`config.mk`:
```
export PLATFORM = sky130hd
export DESIGN_NAME = k_nearest_point_select
export DESIGN_NICKNAME = d
export VERILOG_FILES = /design/src/rtl/core/knps_pkg.sv /design/src/rtl/core/knps_ram.sv /design/src/rtl/core/knps_ctrl.sv /design/src/rtl/core/knps_dp.sv /design/src/rtl/core/k_nearest_point_select.sv
export SDC_FILE = /design/constraint.sdc
export NUM_CORES = 2
export LEC_CHECK = 0
export ABC_AREA = 1
export BUFFER_PORTS_ARGS = -buffer_cell sky130_fd_sc_hd__buf_2
export CAP_MARGIN = 5
export CELL_PAD_IN_SITES_DETAIL_PLACEMENT = 1
export CELL_PAD_IN_SITES_GLOBAL_PLACEMENT = 2
export CORE_ASPECT_RATIO = 2
export CORE_MARGIN = 2
export CORE_UTILIZATION = 32
export CTS_CLUSTER_SIZE = 20
export DETAILED_ROUTE_END_ITERATION = 8
export PLACE_DENSITY_LB_ADDON = 0.1
export SKIP_LAST_GASP = 1
export SLEW_MARGIN = 40
export SYNTH_ARGS = -nofsm -noshare
export SYNTH_HDL_FRONTEND = slang
export SYNTH_HIERARCHICAL = 1
export SYNTH_SLANG_ARGS = --single-unit
```
`constraint.sdc`:
```
create_clock -name i_clk -period 21.2 [get_ports i_clk]
set_clock_uncertainty 0.2 [all_clocks]
set_input_delay 2.12 -clock i_clk [delete_from_list [all_inputs] [get_ports i_clk]]
set_output_delay 2.12 -clock i_clk [all_outputs]
set_load 0.02 [all_outputs]
```
`src/rtl/core/knps_pkg.sv`:
```
// Shared types and constants for the k-nearest point selector.
// Depends on nothing; used by the controller, the datapath and the top level.
package knps_pkg;

    // Fixed widths of the result fields and of the configuration register, and its reset value.
    localparam int INDEX_BITS    = 16;
    localparam int DIST_OUT_BITS = 52;
    localparam int COUNT_BITS    = 5;
    localparam int COUNT_RESET   = 4;

    // Defaults for the top-level parameters.
    localparam int DEF_MAX_NEIGHBORS = 16;
    localparam int DEF_MAX_POINTS    = 65536;
    localparam int DEF_COORD_BITS    = 24;

    // Commands from the controller to the datapath.
    typedef struct packed {
        logic accept;
        logic update;
        logic scan_start;
        logic scan_step;
        logic emit_start;
        logic emit_read;
        logic emit_load;
    } t_dp_cmd;

    // Status from the datapath to the controller.
    typedef struct packed {
        logic last;
        logic replace;
        logic scan_done;
        logic emit_empty;
        logic emit_last;
        logic out_free;
    } t_dp_status;

endpackage

```
`src/rtl/core/knps_ram.sv`:
```
// Generic single-port-write, single-port-read RAM with a registered read.
// Depends on nothing.
module knps_ram #(
    parameter int WIDTH = 8,
    parameter int DEPTH = 16,
    localparam int AW = (DEPTH > 1) ? $clog2(DEPTH) : 1
) (
    input  logic             i_clk,
    input  logic             i_wr_en,
    input  logic [AW-1:0]    i_wr_addr,
    input  logic [WIDTH-1:0] i_wr_data,
    input  logic             i_rd_en,
    input  logic [AW-1:0]    i_rd_addr,
    output logic [WIDTH-1:0] o_rd_data
);

    logic [WIDTH-1:0] r_mem [DEPTH];
    logic [WIDTH-1:0] r_rd_data;

    always_ff @(posedge i_clk) begin
        if (i_wr_en) begin
            r_mem[i_wr_addr] <= i_wr_data;
        end
        if (i_rd_en) begin
            r_rd_data <= r_mem[i_rd_addr];
        end
    end

    assign o_rd_data = r_rd_data;

endmodule

```
`src/rtl/core/knps_ctrl.sv`:
```
// Sequencing state machine of the k-nearest point selector.
// Depends on knps_pkg for the command and status structs.
module knps_ctrl (
    input  logic                  i_clk,
    input  logic                  i_rst_n,
    input  logic                  i_pt_valid,
    output logic                  o_pt_stall,
    output knps_pkg::t_dp_cmd     o_cmd,
    input  knps_pkg::t_dp_status  i_status
);

    localparam logic [3:0] S_IDLE      = 4'd0;
    localparam logic [3:0] S_DIFF      = 4'd1;
    localparam logic [3:0] S_SQ        = 4'd2;
    localparam logic [3:0] S_SUM       = 4'd3;
    localparam logic [3:0] S_UPD       = 4'd4;
    localparam logic [3:0] S_SCAN      = 4'd5;
    localparam logic [3:0] S_EMIT_INIT = 4'd6;
    localparam logic [3:0] S_EMIT_RD   = 4'd7;
    localparam logic [3:0] S_EMIT_LOAD = 4'd8;

    logic [3:0] r_state;
    logic [3:0] n_state;

    always_comb begin
        n_state = r_state;
        o_cmd   = '0;
        case (r_state)
            S_IDLE: begin
                if (i_pt_valid) begin
                    o_cmd.accept = 1'b1;
                    n_state      = S_DIFF;
                end
            end
            S_DIFF: begin
                n_state = S_SQ;
            end
            S_SQ: begin
                n_state = S_SUM;
            end
            S_SUM: begin
                n_state = S_UPD;
            end
            S_UPD: begin
                o_cmd.update = 1'b1;
                if (i_status.replace) begin
                    o_cmd.scan_start = 1'b1;
                    n_state          = S_SCAN;
                end else if (i_status.last) begin
                    n_state = S_EMIT_INIT;
                end else begin
                    n_state = S_IDLE;
                end
            end
            S_SCAN: begin
                o_cmd.scan_step = 1'b1;
                if (i_status.scan_done) begin
                    n_state = i_status.last ? S_EMIT_INIT : S_IDLE;
                end
            end
            S_EMIT_INIT: begin
                o_cmd.emit_start = 1'b1;
                n_state          = S_EMIT_RD;
            end
            S_EMIT_RD: begin
                if (i_status.emit_empty) begin
                    n_state = S_IDLE;
                end else if (i_status.out_free) begin
                    o_cmd.emit_read = 1'b1;
                    n_state         = S_EMIT_LOAD;
                end
            end
            S_EMIT_LOAD: begin
                o_cmd.emit_load = 1'b1;
                n_state         = i_status.emit_last ? S_IDLE : S_EMIT_RD;
            end
            default: begin
                n_state = S_IDLE;
            end
        endcase
    end

    always_ff @(posedge i_clk) begin
        if (!i_rst_n) begin
            r_state <= S_IDLE;
        end else begin
            r_state <= n_state;
        end
    end

    assign o_pt_stall = (r_state != S_IDLE);

endmodule

```
`src/rtl/core/knps_dp.sv`:
```
// Datapath of the k-nearest point selector: distance pipeline, slot bookkeeping,
// maximum rescan and result register. Depends on knps_pkg; the slot RAM is outside.
module knps_dp #(
    parameter int MAX_NEIGHBORS = knps_pkg::DEF_MAX_NEIGHBORS,
    parameter int MAX_POINTS    = knps_pkg::DEF_MAX_POINTS,
    parameter int COORD_BITS    = knps_pkg::DEF_COORD_BITS,
    localparam int SW = (MAX_NEIGHBORS > 1) ? $clog2(MAX_NEIGHBORS) : 1,
    localparam int DW = 2 * COORD_BITS + 1,
    localparam int RW = knps_pkg::INDEX_BITS + DW
) (
    input  logic                                 i_clk,
    input  logic                                 i_rst_n,
    input  logic                                 i_cfg_we,
    input  logic [knps_pkg::COUNT_BITS-1:0]      i_neighbor_count,
    input  logic signed [COORD_BITS-1:0]         i_point_x,
    input  logic signed [COORD_BITS-1:0]         i_point_y,
    input  logic signed [COORD_BITS-1:0]         i_cell_x,
    input  logic signed [COORD_BITS-1:0]         i_cell_y,
    input  logic                                 i_first_point,
    input  logic                                 i_last_point,
    input  knps_pkg::t_dp_cmd                    i_cmd,
    output knps_pkg::t_dp_status                 o_status,
    output logic                                 o_ram_wr_en,
    output logic [SW-1:0]                        o_ram_wr_addr,
    output logic [RW-1:0]                        o_ram_wr_data,
    output logic                                 o_ram_rd_en,
    output logic [SW-1:0]                        o_ram_rd_addr,
    input  logic [RW-1:0]                        i_ram_rd_data,
    output logic                                 o_nb_valid,
    input  logic                                 i_nb_stall,
    output logic [knps_pkg::INDEX_BITS-1:0]      o_neighbor_index,
    output logic [knps_pkg::DIST_OUT_BITS-1:0]   o_neighbor_dist_sq,
    output logic                                 o_last_of_run
);

    localparam int CB      = COORD_BITS;
    localparam int KW      = $clog2(MAX_NEIGHBORS + 1);
    localparam int PW      = $clog2(MAX_POINTS + 1);
    localparam int CW      = (PW > KW) ? PW : KW;
    localparam int NW      = (KW > knps_pkg::COUNT_BITS) ? KW : knps_pkg::COUNT_BITS;
    localparam int IB      = knps_pkg::INDEX_BITS;
    localparam int OB      = knps_pkg::DIST_OUT_BITS;
    localparam int K_RESET = (knps_pkg::COUNT_RESET > MAX_NEIGHBORS) ?
                             MAX_NEIGHBORS : knps_pkg::COUNT_RESET;

    // Configuration and per-run state.
    logic [knps_pkg::COUNT_BITS-1:0] r_neighbor_count, n_neighbor_count;
    logic [KW-1:0]                   r_run_k, n_run_k;
    logic signed [CB-1:0]            r_qx, n_qx, r_qy, n_qy;
    logic [PW-1:0]                   r_points_seen, n_points_seen;
    logic [DW-1:0]                   r_max_dist, n_max_dist;
    logic [SW-1:0]                   r_max_slot, n_max_slot;

    // Current point and distance pipeline.
    logic signed [CB-1:0]            r_px, n_px, r_py, n_py;
    logic                            r_last, n_last;
    logic [CB-1:0]                   r_dx, n_dx, r_dy, n_dy;
    logic [2*CB-1:0]                 r_sqx, n_sqx, r_sqy, n_sqy;
    logic [DW-1:0]                   r_dist, n_dist;

    // Rescan and emission sequencing.
    logic [KW-1:0]                   r_scan_ptr, n_scan_ptr;
    logic                            r_scan_cmp_valid, n_scan_cmp_valid;
    logic [SW-1:0]                   r_scan_cmp_slot, n_scan_cmp_slot;
    logic [KW-1:0]                   r_emit_cnt, n_emit_cnt;
    logic [KW-1:0]                   r_emit_ptr, n_emit_ptr;

    // Result register.
    logic                            r_out_valid, n_out_valid;
    logic [IB-1:0]                   r_out_idx, n_out_idx;
    logic [OB-1:0]                   r_out_dist, n_out_dist;
    logic                            r_out_last, n_out_last;

    logic signed [CB:0]              diff_x, diff_y;
    logic [CB:0]                     neg_x, neg_y;
    logic [NW-1:0]                   cnt_c;
    logic [KW-1:0]                   k_clamped;
    logic [CW-1:0]                   ps_c, k_c;
    logic                            active, filling, replace;
    logic [KW-1:0]                   filled;
    logic [PW+IB-1:0]                ps_idx_ext;
    logic [IB-1:0]                   rd_idx;
    logic [DW-1:0]                   rd_dist;
    logic [DW+OB-1:0]                rd_dist_ext;
    logic                            scan_rd, scan_done, emit_last;

    // Absolute coordinate differences, squares and sum, one register level each.
    assign diff_x = {r_px[CB-1], r_px} - {r_qx[CB-1], r_qx};
    assign diff_y = {r_py[CB-1], r_py} - {r_qy[CB-1], r_qy};
    assign neg_x  = -diff_x;
    assign neg_y  = -diff_y;
    assign n_dx   = diff_x[CB] ? neg_x[CB-1:0] : diff_x[CB-1:0];
    assign n_dy   = diff_y[CB] ? neg_y[CB-1:0] : diff_y[CB-1:0];
    assign n_sqx  = r_dx * r_dx;
    assign n_sqy  = r_dy * r_dy;
    assign n_dist = DW'(r_sqx) + DW'(r_sqy);

    // A count of zero keeps one point; a count above the slot depth is capped.
    assign cnt_c = NW'(r_neighbor_count);
    always_comb begin
        if (cnt_c == '0) begin
            k_clamped = KW'(1);
        end else if (cnt_c > NW'(MAX_NEIGHBORS)) begin
            k_clamped = KW'(MAX_NEIGHBORS);
        end else begin
            k_clamped = cnt_c[KW-1:0];
        end
    end

    assign ps_c       = CW'(r_points_seen);
    assign k_c        = CW'(r_run_k);
    assign active     = r_points_seen < PW'(MAX_POINTS);
    assign filling    = ps_c < k_c;
    assign replace    = active && !filling && (r_dist < r_max_dist);
    assign filled     = filling ? ps_c[KW-1:0] : r_run_k;
    assign ps_idx_ext = {{IB{1'b0}}, r_points_seen};

    assign rd_idx      = i_ram_rd_data[RW-1:DW];
    assign rd_dist     = i_ram_rd_data[DW-1:0];
    assign rd_dist_ext = {{OB{1'b0}}, rd_dist};

    assign scan_rd   = i_cmd.scan_step && (r_scan_ptr < r_run_k);
    assign scan_done = i_cmd.scan_step && r_scan_cmp_valid &&
                       (KW'(r_scan_cmp_slot) == (r_run_k - KW'(1)));
    assign emit_last = (r_emit_ptr == (r_emit_cnt - KW'(1)));

    // Slot RAM ports.
    assign o_ram_wr_en   = i_cmd.update && ((active && filling) || replace);
    assign o_ram_wr_addr = filling ? ps_c[SW-1:0] : r_max_slot;
    assign o_ram_wr_data = {ps_idx_ext[IB-1:0], r_dist};
    assign o_ram_rd_en   = i_cmd.emit_read || scan_rd;
    assign o_ram_rd_addr = i_cmd.emit_read ? r_emit_ptr[SW-1:0] : r_scan_ptr[SW-1:0];

    always_comb begin
        n_neighbor_count = r_neighbor_count;
        n_run_k          = r_run_k;
        n_qx             = r_qx;
        n_qy             = r_qy;
        n_points_seen    = r_points_seen;
        n_max_dist       = r_max_dist;
        n_max_slot       = r_max_slot;
        n_px             = r_px;
        n_py             = r_py;
        n_last           = r_last;
        n_scan_ptr       = r_scan_ptr;
        n_scan_cmp_valid = r_scan_cmp_valid;
        n_scan_cmp_slot  = r_scan_cmp_slot;
        n_emit_cnt       = r_emit_cnt;
        n_emit_ptr       = r_emit_ptr;
        n_out_valid      = r_out_valid;
        n_out_idx        = r_out_idx;
        n_out_dist       = r_out_dist;
        n_out_last       = r_out_last;

        if (i_cfg_we) begin
            n_neighbor_count = i_neighbor_count;
        end

        if (i_cmd.accept) begin
            n_px   = i_point_x;
            n_py   = i_point_y;
            n_last = i_last_point;
            if (i_first_point) begin
                n_qx          = i_cell_x;
                n_qy          = i_cell_y;
                n_run_k       = k_clamped;
                n_points_seen = '0;
                n_max_dist    = '0;
                n_max_slot    = '0;
            end
        end

        if (i_cmd.update && active) begin
            if (filling && (r_dist > r_max_dist)) begin
                n_max_dist = r_dist;
                n_max_slot = ps_c[SW-1:0];
            end
            n_points_seen = r_points_seen + PW'(1);
        end

        if (i_cmd.scan_start) begin
            n_scan_ptr       = '0;
            n_scan_cmp_valid = 1'b0;
        end

        // Rescan: one slot read per cycle, each compared in the cycle after its read.
        // The lowest slot wins ties because only a strictly larger value moves it.
        if (i_cmd.scan_step) begin
            if (scan_rd) begin
                n_scan_ptr = r_scan_ptr + KW'(1);
            end
            n_scan_cmp_valid = scan_rd;
            n_scan_cmp_slot  = r_scan_ptr[SW-1:0];
            if (r_scan_cmp_valid &&
                ((r_scan_cmp_slot == '0) || (rd_dist > r_max_dist))) begin
                n_max_dist = rd_dist;
                n_max_slot = r_scan_cmp_slot;
            end
        end

        if (i_cmd.emit_start) begin
            n_emit_cnt    = filled;
            n_emit_ptr    = '0;
            n_points_seen = '0;
            n_max_dist    = '0;
            n_max_slot    = '0;
        end

        if (i_cmd.emit_load) begin
            n_out_valid = 1'b1;
            n_out_idx   = rd_idx;
            n_out_dist  = rd_dist_ext[OB-1:0];
            n_out_last  = emit_last;
            n_emit_ptr  = r_emit_ptr + KW'(1);
        end else if (!i_nb_stall) begin
            n_out_valid = 1'b0;
        end
    end

    always_ff @(posedge i_clk) begin
        if (!i_rst_n) begin
            r_neighbor_count <= knps_pkg::COUNT_BITS'(knps_pkg::COUNT_RESET);
            r_run_k          <= KW'(K_RESET);
            r_qx             <= '0;
            r_qy             <= '0;
            r_points_seen    <= '0;
            r_max_dist       <= '0;
            r_max_slot       <= '0;
            r_scan_ptr       <= '0;
            r_scan_cmp_valid <= 1'b0;
            r_emit_cnt       <= '0;
            r_emit_ptr       <= '0;
            r_out_valid      <= 1'b0;
        end else begin
            r_neighbor_count <= n_neighbor_count;
            r_run_k          <= n_run_k;
            r_qx             <= n_qx;
            r_qy             <= n_qy;
            r_points_seen    <= n_points_seen;
            r_max_dist       <= n_max_dist;
            r_max_slot       <= n_max_slot;
            r_scan_ptr       <= n_scan_ptr;
            r_scan_cmp_valid <= n_scan_cmp_valid;
            r_emit_cnt       <= n_emit_cnt;
            r_emit_ptr       <= n_emit_ptr;
            r_out_valid      <= n_out_valid;
        end
    end

    always_ff @(posedge i_clk) begin
        r_px            <= n_px;
        r_py            <= n_py;
        r_last          <= n_last;
        r_dx            <= n_dx;
        r_dy            <= n_dy;
        r_sqx           <= n_sqx;
        r_sqy           <= n_sqy;
        r_dist          <= n_dist;
        r_scan_cmp_slot <= n_scan_cmp_slot;
        r_out_idx       <= n_out_idx;
        r_out_dist      <= n_out_dist;
        r_out_last      <= n_out_last;
    end

    assign o_status.last       = r_last;
    assign o_status.replace    = replace;
    assign o_status.scan_done  = scan_done;
    assign o_status.emit_empty = (r_emit_cnt == '0);
    assign o_status.emit_last  = emit_last;
    assign o_status.out_free   = !r_out_valid || !i_nb_stall;

    assign o_nb_valid         = r_out_valid;
    assign o_neighbor_index   = r_out_idx;
    assign o_neighbor_dist_sq = r_out_dist;
    assign o_last_of_run      = r_out_last;

endmodule

```
`src/rtl/core/k_nearest_point_select.sv`:
```
// Top level of the k-nearest point selector: controller, datapath and slot RAM.
// Depends on knps_pkg, knps_ctrl, knps_dp and knps_ram.
//
// Usage. Points arrive on the point channel (i_pt_valid / o_pt_stall); a request
// is taken on a rising edge with valid high and stall low. The point that carries
// i_first_point latches the query cell and the neighbor count k and clears the
// slots. The point that carries i_last_point ends the run, and the kept neighbors
// leave on the result channel (o_nb_valid / i_nb_stall) in slot order, the last
// one flagged by o_last_of_run. The neighbor count must be written on the config
// channel (i_cfg_valid / o_cfg_ready) while idle (unchecked); ready is always high.
//
// Throughput. A point passes through the distance pipeline (difference, square,
// sum, slot update) before the next point is taken. A point that replaces the
// farthest slot adds a rescan of all k slots of the slot RAM, one slot read per
// cycle through its registered read port. After a last point and any rescan,
// emission starts; each result then takes one RAM read and a register load.
// A stalled result holds in the output register; emission pauses until it is
// taken, but the last result of a run never blocks the next point.
// Reset (synchronous, active low) clears control state, sets k to 4 and the
// query cell to the origin; the slot RAM needs no clearing.
module k_nearest_point_select #(
    parameter int MAX_NEIGHBORS = knps_pkg::DEF_MAX_NEIGHBORS,
    parameter int MAX_POINTS    = knps_pkg::DEF_MAX_POINTS,
    parameter int COORD_BITS    = knps_pkg::DEF_COORD_BITS
) (
    input  logic                                 i_clk,
    input  logic                                 i_rst_n,
    // Configuration channel.
    input  logic                                 i_cfg_valid,
    output logic                                 o_cfg_ready,
    input  logic [knps_pkg::COUNT_BITS-1:0]      i_neighbor_count,
    // Point channel.
    input  logic                                 i_pt_valid,
    output logic                                 o_pt_stall,
    input  logic signed [COORD_BITS-1:0]         i_point_x,
    input  logic signed [COORD_BITS-1:0]         i_point_y,
    input  logic signed [COORD_BITS-1:0]         i_cell_x,
    input  logic signed [COORD_BITS-1:0]         i_cell_y,
    input  logic                                 i_first_point,
    input  logic                                 i_last_point,
    // Result channel.
    output logic                                 o_nb_valid,
    input  logic                                 i_nb_stall,
    output logic [knps_pkg::INDEX_BITS-1:0]      o_neighbor_index,
    output logic [knps_pkg::DIST_OUT_BITS-1:0]   o_neighbor_dist_sq,
    output logic                                 o_last_of_run
);

    localparam int SW = (MAX_NEIGHBORS > 1) ? $clog2(MAX_NEIGHBORS) : 1;
    localparam int DW = 2 * COORD_BITS + 1;
    localparam int RW = knps_pkg::INDEX_BITS + DW;

    knps_pkg::t_dp_cmd    cmd;
    knps_pkg::t_dp_status status;

    logic          cfg_we;
    logic          ram_wr_en;
    logic [SW-1:0] ram_wr_addr;
    logic [RW-1:0] ram_wr_data;
    logic          ram_rd_en;
    logic [SW-1:0] ram_rd_addr;
    logic [RW-1:0] ram_rd_data;

    // Configuration writes must come only while idle; unchecked, all are accepted.
    assign o_cfg_ready = 1'b1;
    assign cfg_we      = i_cfg_valid && o_cfg_ready;

    knps_ctrl u_ctrl (
        .i_clk      (i_clk),
        .i_rst_n    (i_rst_n),
        .i_pt_valid (i_pt_valid),
        .o_pt_stall (o_pt_stall),
        .o_cmd      (cmd),
        .i_status   (status)
    );

    knps_dp #(
        .MAX_NEIGHBORS (MAX_NEIGHBORS),
        .MAX_POINTS    (MAX_POINTS),
        .COORD_BITS    (COORD_BITS)
    ) u_dp (
        .i_clk              (i_clk),
        .i_rst_n            (i_rst_n),
        .i_cfg_we           (cfg_we),
        .i_neighbor_count   (i_neighbor_count),
        .i_point_x          (i_point_x),
        .i_point_y          (i_point_y),
        .i_cell_x           (i_cell_x),
        .i_cell_y           (i_cell_y),
        .i_first_point      (i_first_point),
        .i_last_point       (i_last_point),
        .i_cmd              (cmd),
        .o_status           (status),
        .o_ram_wr_en        (ram_wr_en),
        .o_ram_wr_addr      (ram_wr_addr),
        .o_ram_wr_data      (ram_wr_data),
        .o_ram_rd_en        (ram_rd_en),
        .o_ram_rd_addr      (ram_rd_addr),
        .i_ram_rd_data      (ram_rd_data),
        .o_nb_valid         (o_nb_valid),
        .i_nb_stall         (i_nb_stall),
        .o_neighbor_index   (o_neighbor_index),
        .o_neighbor_dist_sq (o_neighbor_dist_sq),
        .o_last_of_run      (o_last_of_run)
    );

    // Slot store: point index and squared distance of each kept neighbor.
    knps_ram #(
        .WIDTH (RW),
        .DEPTH (MAX_NEIGHBORS)
    ) u_slot_ram (
        .i_clk     (i_clk),
        .i_wr_en   (ram_wr_en),
        .i_wr_addr (ram_wr_addr),
        .i_wr_data (ram_wr_data),
        .i_rd_en   (ram_rd_en),
        .i_rd_addr (ram_rd_addr),
        .o_rd_data (ram_rd_data)
    );

endmodule
```
After elaboration in Yosys (flattened, before gate mapping)
Memories as Yosys holds them, arrays and structs flattened. A register that Yosys moved wholly into a read port is not among the register bits.
Cells that the tools add are included.
W data, S select, Z words.

cells by class
  eq/ne operators = 14
  multipliers = 2
  magnitude comparators = 7
  reductions and logical operators = 30
  multiplexer cells = 51
  bitwise operators = 1
  add/subtract/negate cells = 10

operator list
  kind                     count
  $mux W49                 6
  $gt A49 B49 Y1           2
  $mul A24 B24 Y48         2
  $mux W17                 3
  $sub A24 B24 Y25         2
  $add A48 B48 Y49         1
  $lt A49 B49 Y1           1
  $mux W24                 2
  $mux W4                  12
  $neg A24 Y24             2
  $mux W5                  8
  $pmux W4 S9              1
  $add A17 B1 Y17 const B  1
  $lt A17 B17 Y1 const B   1
  $lt A17 B5 Y1            1
  $eq A4 B3 Y1 const B     4
  $mux W1                  15
  $add A5 B1 Y5 const B    2
  $logic_and A1 B1 Y1      10
  $logic_not A5 Y1         2
  $sub A5 B1 Y5 const B    2
  $mux W3                  3
  $eq A4 B2 Y1 const B     2
  $logic_not A4 Y1         2
  18 further kinds         28

word-level totals
  flip-flop bits (word level) = 461
  RAM bits = 1040
  word-level logic and storage cells = 141
  output and inout bits = 72
  memories kept = 1

memory list
  name              depth  width  read ports  clocked after Yosys merged registers in  wr ports  RTL line        RTL
  u_slot_ram.r_mem  16     65     1           1                                        1         knps_ram.sv:17  logic [WIDTH-1:0] r_mem [DEPTH];

Logic depth before layout (Yosys ltp)
  word-level depth = 10
  depth in mapped cells = 31
  mapped depth without buffers = 30

Hierarchy
The synthesis kept the hierarchy.

modules (own cells, without submodules)
  module                  cells each  times used  area an instance (µm²)
  knps_dp                 7400        1           58363.5
  knps_ram                4276        1           46585.9
  knps_ctrl               70          1           360.3
  k_nearest_point_select  2           1           11.3

Least setup slack after synthesis
Ideal clock, no wire load.

  path kind = register to register
  from = reg u_ctrl.r_state[0]
  to = reg u_dp.r_emit_ptr[2]
  data required time = 20.892 ns
  arrival = 6.595 ns
  stages on the path, launching flop included = 8
  buffers on the path = 0
  path slack = 14.297 ns
  library setup time = 0.108 ns
  path through = dfxtp_1 inv_1 nand2_2 nor3_1 inv_1 nand2_1 a22oi_1 a311oi_1

RTL lines
  what                    RTL line         RTL
  start, declared         knps_ctrl.sv:22  logic [3:0] r_state;
  start signal, assigned  knps_ctrl.sv:87  r_state <= n_state;
  end signal, assigned    knps_dp.sv:245   r_emit_ptr <= n_emit_ptr;
  end, declared           knps_dp.sv:66    logic [KW-1:0] r_emit_ptr, n_emit_ptr;

Final worst setup path
  from = reg u_dp.r_dy[20]
  to = reg u_dp.r_sqy[39]

on the way
  longest elaborated chain between the ends = 1

RTL lines
  what                      RTL line        RTL
  start, declared           knps_dp.sv:57   logic [CB-1:0] r_dx, n_dx, r_dy, n_dy;
  start signal, assigned    knps_dp.sv:255  r_dy <= n_dy;
  $mul A24 B24 Y48          knps_dp.sv:95   assign n_sqy = r_dy * r_dy;
  named net u_dp.n_sqy[39]  knps_dp.sv:58   logic [2*CB-1:0] r_sqx, n_sqx, r_sqy, n_sqy;
  end signal, assigned      knps_dp.sv:257  r_sqy <= n_sqy;
  end, declared             knps_dp.sv:58

The timed path passes the listed nets, and every way through them passes these cells.
A chain may end at the register's enable or synchronous reset.

==> impl_metrics.csv <==
group,metric,value,unit
floorplanning,dieArea,0.334,mm^2
worst_setup_path,reg2reg_from,"u_dp/r_dy[20]",
worst_setup_path,cp.arrival,8.08,ns
sta,min_period_over_period,0.359,
layout,postLayoutCellArea,0.117,mm^2
layout,syn2layout_area_growth,10.7,%
yosys,synth_top_cells_by_count,"2937 x nand2_1, 2767 x inv_1, 1224 x edfxtp_1",
yosys,yosysWarnings,6,
sta,worst_pin_slew,1.51,ns
place,place_area,0.111,mm^2
drt,drc,0,
yosys,ys_seq_area_frac,0.414,
hold_path,hold-path-endpoint,"u_dp/o_neighbor_index[5]",
cts,insertion_delay,0.88,ns
floorplanning,dieWidth,410,um
drt,drtAntennaViolNets,0,
hold_path,hold_path.startpoint,"u_slot_ram/o_rd_data[54]",
grt,grt_max_degree,194,
drt,drtIter0Drc,3804,
run_status,status,"complete, but fails checks",
sta,setup_viol,0,
yosys,post_synth.cell_area_avg,8.97,um^2
hold_path,worstHoldPathType,"reg2reg",
worst_setup_path,worstSetupStartpoint,"u_dp/r_dy[20]",
floorplanning,die_h,815,um
place,hpwl,256,mm
sta,max_freq,131,MHz
place,dpl_worst_slack,13.58,ns
worst_setup_path,start_kind,"register",
floorplanning,num_rows,298,
cts,post_cts_resized,0,
layout,layout-drive-gt1-share,0.0560,
place,placed_cells,16000,
cts,cts.sinks,1564,
flow_run,drv_cap,0,
yosys,synth_edf_count,1224,
grt,grt_pass1_wl,548,mm
drt,totalWireLength,366,mm
cts,hold_buffers,0,
worst_setup_path,required,21.66,ns
place,port_buffers,175,
yosys,synth_most_common_cell,"nand2_1",
cts,cts_tree,"yes",
sta,rsz0062_at_grt,"no",
floorplanning,start_util,0.321,
run_status,violations,"slew limit",
drt,route.vias.total,76600,
worst_setup_path,reg2reg_slack,13.58,ns
sta,setup_tns,0,ns
worst_setup_path,end_kind,"register",
drt,firstDrtPassIters,5,
yosys,synth_top_area_share,0.349,
drt,drt-wirelength-per-cell,22.4,um
yosys,ys.flop_type,"edfxtp_1",
sta,slew_headroom,-0.00511,
worst_setup_path,rr_endpoint,"u_dp/r_sqy[39]",
layout,fin_cells,16300,
cts,postCtsSetupRepairBufs,0,
grt,grt_usage,0.220,
yosys,synth-seq-cells,1564,
place,gp_congestion,0.832,
grt,grt-ovfl-total,0,
yosys,synth_cell_type_count,57,
yosys,synthCells,11700,
worst_setup_path,critPathKind,"reg2reg",
cts,htreeDepth,4,
sta,final_max_slew_viol_count,10,
cts,cts_buffer_depth,4,
sta,hold_viol,0,
cts,clkTransAtPathRegs,0.06,ns
hold_path,hold-path-cell-count,0,
worst_setup_path,cp_max_fo,16,
drt,vias_per_cell,4.70,
floorplanning,io-pin-count,180,
yosys,synth.area.top_cells,"edfxtp_1 35%, fa_1 16%, nand2_1 10%",
grt,antenna_found_initial,25,
cts,root_buffer,"clkbuf_16",
yosys,synthArstFlopShare,0,
sta,layout_min_cycle_time,7.62,ns
yosys,syn_area,0.105,mm^2
grt,first_global_vias,82600,
floorplanning,fp.coreArea,0.328,mm^2
cts,numCtsBuffers,167,
worst_setup_path,reg2reg_depth,23,
layout,nets,13300,
sta,setup_ws,13.58,ns
yosys,yosys.area.top_type,"edfxtp_1",
## cell type report
class / count / area, um^2
repair buffers: 319 / 2240
clock buffers: 218 / 4620
well taps: 4350 / 5440
multi-input cells: 7001 / 49500
clock inverters: 80 / 714
fillers: 38100 / 212000
flip-flops and latches: 1564 / 43600
diodes: 12 / 30.0
inverters: 2776 / 10500
## kinds of logic after synthesis
group	after synthesis	share of synthesized area
muxes	1	0.000107
and+or+nand+nor	4693	0.186
DFF	1564	0.414
buffers and inverters	3185	0.120
adders and majority gates	1408	0.228
AOI/OAI and AO/OA	695	0.0363
other	2	0.0000713
xor gates and xnor gates	200	0.0169
## worst max path at each step
stage                     depth (start not counted)            endpoint
after floorplan                                   7  u_dp/r_emit_ptr[2]
after global placement                           23      u_dp/r_sqy[39]
after detailed placement                         23      u_dp/r_sqy[39]
after CTS                                        23      u_dp/r_sqy[39]
after global routing                             23      u_dp/r_sqy[43]
final                                            23      u_dp/r_sqy[39]
## critical path: stages, from the launching register on
cell and delay, ns:
dfxtp_1 0.67, buf_4 0.39, nand2_1 0.18, fa_1 0.56
inv_1 0.05, fa_1 0.50, fa_1 0.56, inv_1 0.06
fa_1 0.50, inv_1 0.06, fa_1 0.49, fa_1 0.50
inv_1 0.06, fa_1 0.48, inv_1 0.05, ha_1 0.39
a21oi_1 0.37, o21ai_0 0.25, a21oi_1 0.28, nand2_1 0.08
a21oi_1 0.19, o21ai_0 0.16, a21oi_1 0.18, xnor2_1 0.22
## layout by cell type (no fill, tap or decap), types with 199 or more instances in the layout
cell,netlist,routed
dfxtp_1,340,324
edfxtp_1,1224,1224
inv_1,2767,2765
a21oi_1,334,334
fa_1,846,846
o21ai_0,205,199
nand3_1,1003,1003
nand2_1,2937,2934
nor2_1,497,478
ha_1,562,562
## through the flow
stage | utilization | hold slack [ns]
2_1_floorplan | - | 0.197
3_3_place_gp | 0.337 | 0.205
3_5_place_dp | 0.338 | 0.206
4_1_cts | 0.355 | 0.221
5_1_grt | 0.355 | 0.227
6_report | 0.355 | 0.219
## routing by layer
metal / vias to the layer above / part of all wire / global-route usage
met1: 38900 / 0.44 / 0.285
met2: 963 / 0.52 / 0.400
li1: 36400 / - / -
met3: 327 / 0.025 / 0.0161
met4: 2 / 0.019 / 0.0424
met5: - / 0.000036 / 0
## sequential cells by signal, summed over array words and instances (netlist names), 47 cells and up
register / cells
u_dp/o_neighbor_dist_sq: 49
u_dp/r_sqx: 47
u_dp/r_dist: 49
u_dp/r_sqy: 47
u_slot_ram/o_rd_data: 65
u_slot_ram/r_mem: 1040
u_dp/r_max_dist: 49
Power is not shown: default switching activity piles up to over one toggle a cycle in this logic, so the estimate is an artifact.
